===== src/hw/rtl/cov_pkg.sv =====
`timescale 1ns / 1ps

package cov_pkg;

  localparam int CHAN_W      = 8;
  localparam int ARGB_W      = 32;
  localparam int COORD_W     = 12;
  localparam int ROW_W       = 6;
  localparam int POS_W       = 13;
  localparam int SIZE_W      = 7;
  localparam int CFG_INDEX_W = 2;
  localparam int CFG_DATA_W  = 13;
  localparam int SUM_W       = 16;

  localparam logic CMD_LOAD  = 1'b0;
  localparam logic CMD_PIXEL = 1'b1;

  typedef enum logic [CFG_INDEX_W-1:0] {
    CFG_LEFT   = 2'd0,
    CFG_TOP    = 2'd1,
    CFG_WIDTH  = 2'd2,
    CFG_HEIGHT = 2'd3
  } cfg_reg_t;

  typedef struct packed {
    logic [CHAN_W-1:0] red;
    logic [CHAN_W-1:0] green;
    logic [CHAN_W-1:0] blue;
  } rgb_t;

  // Pixel request after the rectangle test, waiting on the image store read.
  typedef struct packed {
    logic in_rect;
    rgb_t pix;
  } probe_t;

  // Exact floor(x / 255) for any x up to 255 * 255, the largest blend sum.
  function automatic logic [CHAN_W-1:0] div255(input logic [SUM_W-1:0] x);
    logic [SUM_W-1:0] s;
    s = x + {8'd0, x[SUM_W-1:8]} + 16'd1;
    return s[SUM_W-1:8];
  endfunction

endpackage


===== src/hw/rtl/cov_locate.sv =====
`timescale 1ns / 1ps

module cov_locate #(
  parameter int CURSOR_MAX       = 64,
  parameter int FRAME_WIDTH_MAX  = 4096,
  parameter int FRAME_HEIGHT_MAX = 4096,
  localparam int CW = (CURSOR_MAX > 1) ? $clog2(CURSOR_MAX) : 1,
  localparam int AW = (CURSOR_MAX > 1) ? $clog2(CURSOR_MAX * CURSOR_MAX) : 1
) (
  input  logic [cov_pkg::COORD_W-1:0] pixel_x,
  input  logic [cov_pkg::COORD_W-1:0] pixel_y,
  input  logic [cov_pkg::POS_W-1:0]   cursor_left,
  input  logic [cov_pkg::POS_W-1:0]   cursor_top,
  input  logic [cov_pkg::SIZE_W-1:0]  cursor_width,
  input  logic [cov_pkg::SIZE_W-1:0]  cursor_height,
  output logic                        in_rect,
  output logic [AW-1:0]               addr
);

  import cov_pkg::*;

  logic [14:0] px_ext;
  logic [14:0] py_ext;
  logic [14:0] dx;
  logic [14:0] dy;
  logic [8:0]  w_eff;
  logic [8:0]  h_eff;
  logic        in_frame;

  always_comb begin
    px_ext = {3'b000, pixel_x};
    py_ext = {3'b000, pixel_y};
    // Offsets from the cursor corner; bit 14 is the sign.
    dx = px_ext - {{2{cursor_left[POS_W-1]}}, cursor_left};
    dy = py_ext - {{2{cursor_top[POS_W-1]}}, cursor_top};
    // Clamp oversized cursor dimensions to the store size.
    w_eff = ({2'b00, cursor_width} > 9'(CURSOR_MAX)) ? 9'(CURSOR_MAX) : {2'b00, cursor_width};
    h_eff = ({2'b00, cursor_height} > 9'(CURSOR_MAX)) ? 9'(CURSOR_MAX) : {2'b00, cursor_height};
    in_frame = (px_ext < 15'(FRAME_WIDTH_MAX)) && (py_ext < 15'(FRAME_HEIGHT_MAX));
    in_rect = in_frame
           && !dx[14] && (dx[13:0] < {5'd0, w_eff})
           && !dy[14] && (dy[13:0] < {5'd0, h_eff});
    addr = AW'(dy[CW-1:0]) * AW'(CURSOR_MAX) + AW'(dx[CW-1:0]);
  end

endmodule


===== config.mk =====
export PLATFORM = sky130hd
export DESIGN_NAME = cov_locate
export DESIGN_NICKNAME = d
export VERILOG_FILES = /design/src/hw/rtl/cov_pkg.sv /design/src/hw/rtl/cov_locate.sv
export SDC_FILE = /design/constraint.sdc
export NUM_CORES = 1
export LEC_CHECK = 0
export BUFFER_PORTS_ARGS = -buffer_cell sky130_fd_sc_hd__buf_4
export CAP_MARGIN = 10
export CORE_ASPECT_RATIO = 0.75
export CORE_UTILIZATION = 49
export DETAILED_ROUTE_END_ITERATION = 6
export PLACE_DENSITY = 0.92
export SETUP_SLACK_MARGIN = 0.15
export SLEW_MARGIN = 5
export SYNTH_ARGS = -nofsm -noshare
export SYNTH_HDL_FRONTEND = slang
export SYNTH_SLANG_ARGS = --single-unit

===== constraint.sdc =====
create_clock -name vclk -period 3.4
set_input_delay 0.34 -clock vclk [all_inputs]
set_output_delay 0.34 -clock vclk [all_outputs]
set_load 0.02 [all_outputs]

; After elaboration in Yosys (flattened, before gate mapping)
; Cells that the tools add are included.
[totals]
output_inout_bits = 13
register_bits = 0
[classes]
n_mux = 2
add_sub_neg = 3
reduce_logical = 5
magnitude_cmp = 4
[ops]
columns = cell, count
row1 = 14-bit by 7-bit < comparator with 1-bit output, 2
row2 = 13-bit by 13-bit subtractor with 14-bit output, 2
row3 = "7-bit > comparator, second input constant", 2
row4 = 7-bit two-way mux, 2
row5 = 12-bit by 6-bit adder with 12-bit output, 1
row6 = 1-bit logical AND, 3
row7 = 1-bit zero test, 2

; Longest topological paths before layout
[depth]
word_depth = 6
depth_mapped = 14
depth_no_buf = 14

; Worst setup path after synthesis
; OpenSTA, ideal clock, no wires.
[synth_path]
path_type = input to output
startpoint = in pixel_x[0] (netlist bit)
endpoint = out in_rect
path_slack_ps = 38
path_buffers = 0
t_required_ps = 3060
path_stages = 12
arrival_ps = 3022
path_cell_list = inv_1 -> ha_1 -> fa_1 -> nor2b_1 -> o21ai_0 -> a21boi_0 -> ha_1 -> o21a_1 -> o21ai_0 -> o21ai_0 -> a2111oi_1 -> and4_1
[synth_via]
elab_chain_cells = 5
elab_cells_between_ends = 6
classes_between = add/sub (1) / order compare (1) / reduce/logical (4)
[synth_lines]
columns = item, line_no
row1 = start: declaration, cov_locate.sv:10  ; input logic [cov_pkg::COORD_W-1:0] pixel_x,
row2 = 13-bit by 13-bit subtractor with 14-bit output (*), cov_locate.sv:34  ; dx = px_ext - {{2{cursor_left[POS_W-1]}}, cursor_left};
row3 = 14-bit by 7-bit < comparator with 1-bit output or 1-bit zero test (tied branches), cov_locate.sv:41  ; && !dx[14] && (dx[13:0] < {5'd0, w_eff})
row4 = 1-bit logical AND (*), cov_locate.sv:41
row5 = 1-bit logical AND (*) (2 in a row), cov_locate.sv:42  ; && !dy[14] && (dy[13:0] < {5'd0, h_eff});
row6 = end: declaration, cov_locate.sv:16  ; output logic in_rect,
; Mark *: on every way between the ends. The rest lies on a longest branch, timed or not.

; Final worst setup path
; Same ends and word-level chain as after synthesis.

==> flow_metrics.tcl <==
set metrics [dict create \
    row_count 16 \
    utilization_pct 83.5 \
    grt_pass1_vias 1740 \
    crit_fanout 2 \
    layout_setup_ws_ps -143 \
    cp_slowest_cell "and4_2" \
    synthAdderAreaFrac_pct 32.7 \
    seq_area_um2 0 \
    io_pins 77 \
    dpl.hpwl_mm 3.64 \
    max_freq_mhz 282 \
    drive_gt1_share_pct 36.1 \
    multi_input_area_um2 1460 \
    hold_class "primary input to output pin" \
    finalSetupViolCount 1 \
    vias 1960 \
    fin_crit_ps 3540 \
    drt-total-wl_mm 5.05 \
    synth_mux_area_share_pct 2.00 \
    ys_seq_area_share_pct 0 \
    worstMarginPinSlew_ps 373 \
    crit_family "compound AO/OA/AOI/OAI gates" \
    criticalPathCategory "primary input to output pin" \
    crit_path_end_kind "output pin" \
    syn_to_final_growth_pct 53.8 \
    outcome "finished, violations left" \
    antenna_found_initial 0 \
    hold_viol 0 \
    die_height_um 49.9 \
    arrival_ps 3200 \
    max_cap_viol_count 0 \
    dr.first_iter.drc_count 112 \
    peakVddDrop_v 0.000153 \
    nNetsFinal 406 \
    core_um2 2760 \
    finalCritPeriodShare_pct 104 \
    grt_overflow 0 \
    gp_congestion 0.795 \
    clock_buffers 0 \
    vias_per_cell 5.80 \
    cpPeakStageDelay_ps 300 \
    die_x_um 65.9 \
    seq_cell_count 0 \
    powerDensity_nw_per_um2 212 \
    synth_top_family_by_area "adder cells" \
    fin_cells 338 \
    synth_compound_area_share_pct 31.0 \
    dp_cells 332 \
    antenna_left 0 \
    leakage_nw 1.21 \
    synth_area_per_cell_um2 6.97 \
    fillers 185 \
    syn_nets 317 \
    diodes 0 \
    synthCells 215 \
    wl_per_cell_um 14.9 \
    start_kind "primary input" \
    cp.required_ps 3060 \
    slew_violations 0 \
    dr.pass1.iters 4 \
    syn-cell-area_um2 1500 \
    path_cells "buf_4 -> inv_1 -> ha_2 -> fa_2 -> nor2b_1 -> o31ai_2 -> nand2b_1 -> a21oi_1 -> xnor2_1 -> ha_1 -> a211o_1 -> nor4_2 -> o21ai_2 -> a2111oi_2 -> and4_2 -> buf_6" \
    die-area_um2 3290 \
    synth_cell_type_count 39 \
    worst-path-buf-inv 3 \
    yosys_warnings 0 \
    synth-simple-area-share_pct 18.0 \
    max_slew_margin_pct 74.9 \
    route.detailed.drc 0 \
    grt_setup_unrepaired "yes" \
    placement.io_buffers 77 \
    grt_usage_pct 26.6 \
    start_util_pct 54.3 \
    synthXorXnorAreaFrac_pct 7.01 \
    grt_max_degree 8 \
    grt_pass1_wl_mm 7.21 \
    violations "negative setup slack" \
]
## where the power goes
part           switching, mW  leakage (nW)  total, mW  internal [mW]
clock network              0             0          0              0
logic                  0.247          1.21      0.489          0.242
registers                  0             0          0              0
## layout make-up
type | instances | area share [%]
tap | 36 | 1.95
multi-input combinational | 178 | 63.1
inverter | 37 | 6.13
timing repair buffer | 87 | 28.8
## logic make-up after synthesis
| group | after synthesis |
|---|---|
| adders and majority gates | 38 |
| muxes | 3 |
| xor gates and xnor gates | 12 |
| and+or+nand+nor | 54 |
| AOI/OAI and AO/OA | 71 |
| buffers and inverters | 37 |
## final timing paths
| path | cells past startpoint | end | startpoint |
|---|---|---|---|
| worst max-delay path | 16 | in_rect | pixel_x[0] |
| worst min-delay path | 4 | addr[6] | cursor_top[0] |
## tightest hold or removal path: cells and delay by family
family | cells | cell delay [ps]
buffers and inverters | 3 | 260
adder cells (fa/ha/maj) | 1 | 120
## placed cells by master, fill, tap and decap left out, types with 2 or more instances in the layout
cell	n
fa_2	2
buf_4	85
o21a_1	13
a21o_1	2
nand2_1	15
nand3_1	2
o31a_1	2
inv_1	36
o221ai_1	2
o21ai_0	12
ha_1	32
xnor2_1	10
nor2b_1	3
o31ai_2	2
nor2_1	13
a21oi_1	18
a211o_1	2
o22ai_1	2
ha_4	2
mux2i_1	3
ha_2	2
nor3_1	7
a31oi_1	2
nor2b_4	3
o21bai_1	2
## metal layers
metal,share of wire (%),global-route usage [%],wire length (um),up-vias
met5,0,0,0,-
met4,2.6,1.45,131,0
met3,6.2,0.463,315,20
met2,49,50.2,2470,116
met1,42,34.7,2140,876
li1,-,-,-,948
## Yosys cell counts (all sizes together) (2+ instances only)
library cell   n  area share (%)
a21oi         19             6.3
a21boi         2             1.0
nor4           2            0.83
o22ai          2            0.83
mux2i          3             2.0
a211o          2             1.2
fa             2             2.7
inv           37             9.3
o221ai         2             1.2
ha            36              30
o21ai         14             4.7
o21bai         2             1.0
xnor2         11             6.4
a31oi          2            0.83
nor2          14             3.5
nand2         15             3.8
nor2b          6             3.0
o31ai          3             1.5
o31a           2             1.2
a21o           2             1.0
nor3           7             2.3
o21a          13             6.5
nand3          2            0.67
## repair_timing
item | CTS | global route
pin swaps | 8 | 10
endpoints found under the setup margin | 1 | 1
buffers inserted | 3 | 3
hold buffers | 0 | 0
gates resized for setup | 8 | 17
## through the flow
stage | instance area (um2) | setup TNS [ps] | total power [mW] | hold WS (ps) | worst slack [ps]
after floorplan | 1510 | 0 | 0.272 | 869 | 168
after global placement | 2160 | -59.3 | 0.412 | 1060 | -59.3
after detailed placement | 2160 | -167 | 0.426 | 1050 | -167
after CTS | 2210 | -63.6 | 0.442 | 1050 | -63.6
after global routing | 2310 | -244 | 0.529 | 1080 | -244
final | 2310 | -143 | 0.489 | 1070 | -143
(Power assumes the default switching activity.)
