<file path="src/hw/rtl/cov_pkg.sv">
`timescale 1ns / 1ps

package cov_pkg;

  localparam int CHAN_W      = 8;
  localparam int ARGB_W      = 32;
  localparam int COORD_W     = 12;
  localparam int ROW_W       = 6;
  localparam int POS_W       = 13;
  localparam int SIZE_W      = 7;
  localparam int CFG_INDEX_W = 2;
  localparam int CFG_DATA_W  = 13;
  localparam int SUM_W       = 16;

  localparam logic CMD_LOAD  = 1'b0;
  localparam logic CMD_PIXEL = 1'b1;

  typedef enum logic [CFG_INDEX_W-1:0] {
    CFG_LEFT   = 2'd0,
    CFG_TOP    = 2'd1,
    CFG_WIDTH  = 2'd2,
    CFG_HEIGHT = 2'd3
  } cfg_reg_t;

  typedef struct packed {
    logic [CHAN_W-1:0] red;
    logic [CHAN_W-1:0] green;
    logic [CHAN_W-1:0] blue;
  } rgb_t;

  // Pixel request after the rectangle test, waiting on the image store read.
  typedef struct packed {
    logic in_rect;
    rgb_t pix;
  } probe_t;

  // Exact floor(x / 255) for any x up to 255 * 255, the largest blend sum.
  function automatic logic [CHAN_W-1:0] div255(input logic [SUM_W-1:0] x);
    logic [SUM_W-1:0] s;
    s = x + {8'd0, x[SUM_W-1:8]} + 16'd1;
    return s[SUM_W-1:8];
  endfunction

endpackage

</file>
<file path="src/hw/rtl/cov_blend.sv">
`timescale 1ns / 1ps

module cov_blend (
  input  logic                         clk,
  input  logic                         rst,
  input  logic                         adv,
  input  logic                         probe_valid,
  input  cov_pkg::probe_t              probe,
  input  logic [cov_pkg::ARGB_W-1:0]   word,
  output logic                         out_valid,
  output cov_pkg::rgb_t                out_pix,
  output logic                         out_hit
);

  import cov_pkg::*;

  logic              mix_valid;
  logic              mix_hit;
  logic [SUM_W-1:0]  sum_red;
  logic [SUM_W-1:0]  sum_green;
  logic [SUM_W-1:0]  sum_blue;
  logic [ARGB_W-1:0] cur_word;
  logic [CHAN_W-1:0] alpha;
  logic [CHAN_W-1:0] alpha_inv;

  // Outside the rectangle, a zero word makes the mix return the pixel itself
  // and keeps whatever the store returned out of the sums.
  always_comb begin
    cur_word  = probe.in_rect ? word : '0;
    alpha     = cur_word[31:24];
    alpha_inv = 8'd255 - alpha;
  end

  always_ff @(posedge clk) begin
    if (rst) begin
      mix_valid <= 1'b0;
      out_valid <= 1'b0;
    end else if (adv) begin
      mix_valid <= probe_valid;
      out_valid <= mix_valid;
    end
    if (adv) begin
      mix_hit   <= (alpha != 8'd0);
      sum_red   <= SUM_W'(cur_word[23:16]) * SUM_W'(alpha)
                 + SUM_W'(probe.pix.red) * SUM_W'(alpha_inv);
      sum_green <= SUM_W'(cur_word[15:8]) * SUM_W'(alpha)
                 + SUM_W'(probe.pix.green) * SUM_W'(alpha_inv);
      sum_blue  <= SUM_W'(cur_word[7:0]) * SUM_W'(alpha)
                 + SUM_W'(probe.pix.blue) * SUM_W'(alpha_inv);
      out_hit         <= mix_hit;
      out_pix.red     <= div255(sum_red);
      out_pix.green   <= div255(sum_green);
      out_pix.blue    <= div255(sum_blue);
    end
  end

endmodule

</file>
<file path="config.mk">
export PLATFORM = sky130hd
export DESIGN_NAME = cov_blend
export DESIGN_NICKNAME = d
export VERILOG_FILES = /design/src/hw/rtl/cov_pkg.sv /design/src/hw/rtl/cov_blend.sv
export SDC_FILE = /design/constraint.sdc
export NUM_CORES = 1
export LEC_CHECK = 0
export ABC_AREA = 1
export BUFFER_PORTS_ARGS = -buffer_cell sky130_fd_sc_hd__buf_4
export CAP_MARGIN = 25
export CORE_AREA = 2 2 228 230
export DETAILED_ROUTE_END_ITERATION = 8
export DIE_AREA = 0 0 230 232
export HOLD_SLACK_MARGIN = 0.03
export PLACE_DENSITY = 0.52
export SLEW_MARGIN = 20
export SYNTH_ARGS = -nofsm -noshare
export SYNTH_HDL_FRONTEND = slang
export SYNTH_SLANG_ARGS = --single-unit
</file>
<file path="constraint.sdc">
create_clock -name clk -period 16.75 [get_ports clk]
set_input_delay 3.35 -clock clk [delete_from_list [all_inputs] [get_ports clk]]
set_output_delay 3.35 -clock clk [all_outputs]
set_load 0.02 [all_outputs]
</file>
* Yosys cells after proc, flatten, opt, wreduce, memory -nomap -nowiden
Index checks and enable logic that the tools add are counted.
** Word-level totals
- Flip-flop bits (word level) :: 76
- Input bits :: 61
- Output and inout port bits :: 26
** Operators by class
- Add/subtract/negate cells :: 10
- Multipliers :: 6
- Muxes and demuxes :: 1
- Reductions and logical operators :: 1
** Operators with widths (count)
- multiplier 8 x 8 -> 16 bit :: 6
- adder 16 x 1 -> 16 bit, second input constant :: 3
- adder 16 bit :: 3
- adder 16 x 8 -> 16 bit :: 3
- 2-to-1 mux 32 bit :: 1
- nonzero test 8 bit :: 1
- subtractor 8 bit, first input constant :: 1

* Logic depth before layout (Yosys ltp)
- Depth in word-level cells :: 4
- Depth in mapped cells :: 26

* Worst setup path before layout
Ideal clock, no wire load.
- Path kind :: input-to-reg
- Start point :: in probe[24] (netlist name)
- End point :: reg sum_red[12], data pin
- Setup time :: 253 ps
- Arrival :: 7832 ps
- Slack :: 8665 ps
- Stages :: 21
- Path buffers :: 2
- Path through :: buf_6 nand2_1 inv_2 buf_4 nand2_1 fa_1 fa_1 inv_1 fa_1 fa_1 fa_1 inv_1 fa_1 inv_1 ha_1 nand2_1 a21oi_1 o21ai_0 nand3_1 nand2_1 nand2_1
** Between the ends
- Cells in the longest elaborated chain, start to end :: 4
** RTL lines
- start, declared :: line cov_blend.sv:8 : input cov_pkg::probe_t probe,
- 2-to-1 mux 32 bit (*) :: line cov_blend.sv:29 : cur_word = probe.in_rect ? word : '0;
- subtractor 8 bit :: line cov_blend.sv:31 : alpha_inv = 8'd255 - alpha;
- multiplier 8 x 8 -> 16 bit :: line cov_blend.sv:45 : + SUM_W'(probe.pix.red) * SUM_W'(alpha_inv);
- adder 16 bit (*) :: line cov_blend.sv:45
- end signal, assigned :: line cov_blend.sv:44 : sum_red <= SUM_W'(cur_word[23:16]) * SUM_W'(alpha)
- end, declared :: line cov_blend.sv:19 : logic [SUM_W-1:0] sum_red;
Every way passes the cells marked *; elsewhere a longest branch is shown, timed or not.
A chain may end at the register's enable or synchronous reset.

* Final worst setup path
Ends and elaborated chain as after synthesis.

==> impl_metrics.env <==
export IMPL_initial_core_util_pct=34.7
export IMPL_num_rows=83
export IMPL_nNetsFinal=2925
export IMPL_gp_congestion=0.878
export IMPL_multi_input_area_um2=12800
export IMPL_yosysTopAreaCell="fa_1"
export IMPL_post_route_util_pct=37.9
export IMPL_cp_end_kind="register"
export IMPL_tritoncts_num_buffers=9
export IMPL_setup_viol=0
export IMPL_cp_start_kind="primary input"
export IMPL_synth_edf_count=74
export IMPL_port_buffers=86
export IMPL_die_height_um=232
export IMPL_worst_slew_pin_slew_ns=0.808
export IMPL_wl_per_cell_um=14.5
export IMPL_postCtsSetupBuffers=0
export IMPL_wirelength_um=44400
export IMPL_core_area_um2=50900
export IMPL_vdd_drop_max_uv=162
export IMPL_cts_tree="built"
export IMPL_drc=0
export IMPL_grtUsageTotal_pct=17.4
export IMPL_min_period_ns=8.91
export IMPL_syn_instance_count=2299
export IMPL_ys_types=30
export IMPL_via_per_inst=4.59
export IMPL_die_area_um2=53400
export IMPL_powerDensity_nw_per_um2=211
export IMPL_yosys_warnings=0
export IMPL_fin_skew_ns=0.00681
export IMPL_cts_reportedPaths_clkPinSlew_ns=0.07
export IMPL_syn2layout_area_growth_pct=9.17
export IMPL_hold_viol_final=0
export IMPL_cts_hold_buf=0
export IMPL_rsz0062_at_grt="no"
export IMPL_synthFlopType="edfxtp_1"
export IMPL_syn_area_um2=17700
export IMPL_dp_hpwl_um=36900
export IMPL_hold_start="mix_hit"
export IMPL_grt_max_degree=54
export IMPL_first_global_vias=14400
export IMPL_antenna_found_initial=1
export IMPL_grt_pass1_wl_um=73400
export IMPL_yosysMostFrequentCell="inv_1"
export IMPL_num_vias=14000
export IMPL_synth_common_cells="641 x inv_1, 513 x nand2_1, 326 x nor2_1"
export IMPL_die_w_um=230
export IMPL_antenna_left=0
export IMPL_numClockSinks=76
export IMPL_n_antenna_cell=0
export IMPL_relSlewSlack_pct=46.0
export IMPL_timing_final_crit_share_pct=53.2
export IMPL_arrival_ns=9.03
export IMPL_ios=87
export IMPL_cts_root_buffer="clkbuf_16"
export IMPL_ys_ff_latch=76
export IMPL_max_freq_mhz=112
export IMPL_drive_gt1_share_pct=5.48
export IMPL_critPathMaxFanout=31
export IMPL_ys_seq_area_share_pct=12.8
export IMPL_grt_overflow=0
export IMPL_hp_class="reg2reg"
export IMPL_finalMaxSlewViolations=0
export IMPL_firstDrtPassIters=5
export IMPL_ctsLongestPathBuffers=2
export IMPL_clock_insertion_delay_worst_skew_ns=0.36
export IMPL_syn_avg_cell_area_um2=7.68
export IMPL_ff_latch_area_um2=2260
export IMPL_synth_async_reset_ratio_pct=0
export IMPL_syn_nets=2858
export IMPL_nFillCells=5380
export IMPL_h_tree_depth=3
export IMPL_yosysTopAreaCellShare_pct=32.6
export IMPL_crit_start="probe[24]"
export IMPL_r2r_start="sum_green[15]"
export IMPL_status="finished clean"
export IMPL_post_cts_resized=0
export IMPL_leakagePower_nw=11.0
export IMPL_fin_setup_tns_ns=0
export IMPL_drtIter0Drc=870
export IMPL_worstSetupPathType="in2reg"
export IMPL_synth_area_leaders="fa_1 33%, ha_1 15%, inv_1 14%, edfxtp_1 13%, nand2_1 11%"
export IMPL_drv_cap=0
export IMPL_cp_required_ns=16.87
[per-stage QoR]
stage | setup slack, ns | total power (W) | instance area [um^2] | hold slack, ns | std cells
finish | 7.84 | 0.00408 | 19300 | 0.427 | 3051
global route | 7.50 | 0.00471 | 19300 | 0.433 | 3051
detailed placement | 7.43 | 0.00390 | 19000 | 0.418 | 3035
CTS | 7.85 | 0.00412 | 19300 | 0.433 | 3051
floorplan | 8.66 | 0.00309 | 17700 | 0.400 | 2299
global placement | 7.53 | 0.00385 | 19000 | 0.412 | 3035
[power breakdown]
part	internal, W	leakage, nW	switching, W
Sequential	0.000444	0.740	0.0000682
Combinational	0.00128	10.1	0.00208
Clock	0.000116	0.140	0.0000856
Total	0.00184	11.0	0.00224
[worst max-delay path: stages]
cell	delay, ns
buf_4	0.19
nand2_2	0.39
inv_2	0.70
nand2_1	0.21
fa_1	0.54
fa_1	0.52
inv_1	0.06
fa_1	0.57
fa_1	0.44
fa_1	0.49
inv_1	0.05
fa_1	0.48
inv_1	0.04
ha_1	0.33
nand2_1	0.14
a21oi_1	0.07
o21ai_0	0.22
nand3_1	0.11
nand2_1	0.07
nand2_1	0.04
[sequential cells by signal, summed over array words and instances (netlist names)]
signal     count
out_pix       24
sum_blue      16
sum_green     16
sum_red       16
mix_hit        1
mix_valid      1
out_hit        1
out_valid      1
[logic make-up after synthesis]
| kind of cell | after synthesis | share of synthesized area, % |
|---|---|---|
| simple gates | 973 | 22.1 |
| buf+inv | 683 | 14.9 |
| fa+ha+maj | 498 | 47.5 |
| flops | 76 | 12.8 |
| compound gates | 45 | 1.40 |
| xor+xnor | 24 | 1.19 |
[layer usage]
metal | vias to the layer above | GRT usage [%] | part of all wire (%)
met5 | - | 0 | 0.020
met4 | 2 | 4.48 | 2.1
met3 | 56 | 3.45 | 5.3
met2 | 306 | 28.9 | 47
met1 | 6826 | 23.3 | 46
li1 | 6829 | - | -
[layout by cell type (no fill, tap or decap), drive strengths merged, types with 4 or more instances in the layout]
cell,instances
nand3,78
and2,9
o21ai,9
nor2,326
edfxtp,74
a21o,6
nand4,11
a21oi,27
nand3b,5
ha,210
xor2,20
inv,652
fa,288
buf,89
xnor2,4
nand2,524
nor3,16
clkbuf,9
[final cells by class]
type / instances / area share [%]
flip-flops and latches: 76 / 11.7
repair buffers: 89 / 3.46
well taps: 680 / 4.41
multi-input cells: 1540 / 66.2
clock inverters: 7 / 0.389
clock buffers: 9 / 1.17
inverters: 650 / 12.7
[worst paths after layout]
check	to	slack [ns]	cells after the start
min reg2reg	out_hit	0.43	0
min	out_hit	0.43	0
max	sum_red[12]	7.84	20
max reg2reg	out_pix[12]	14.94	10
Note: power is estimated with default switching activity, not from simulation.
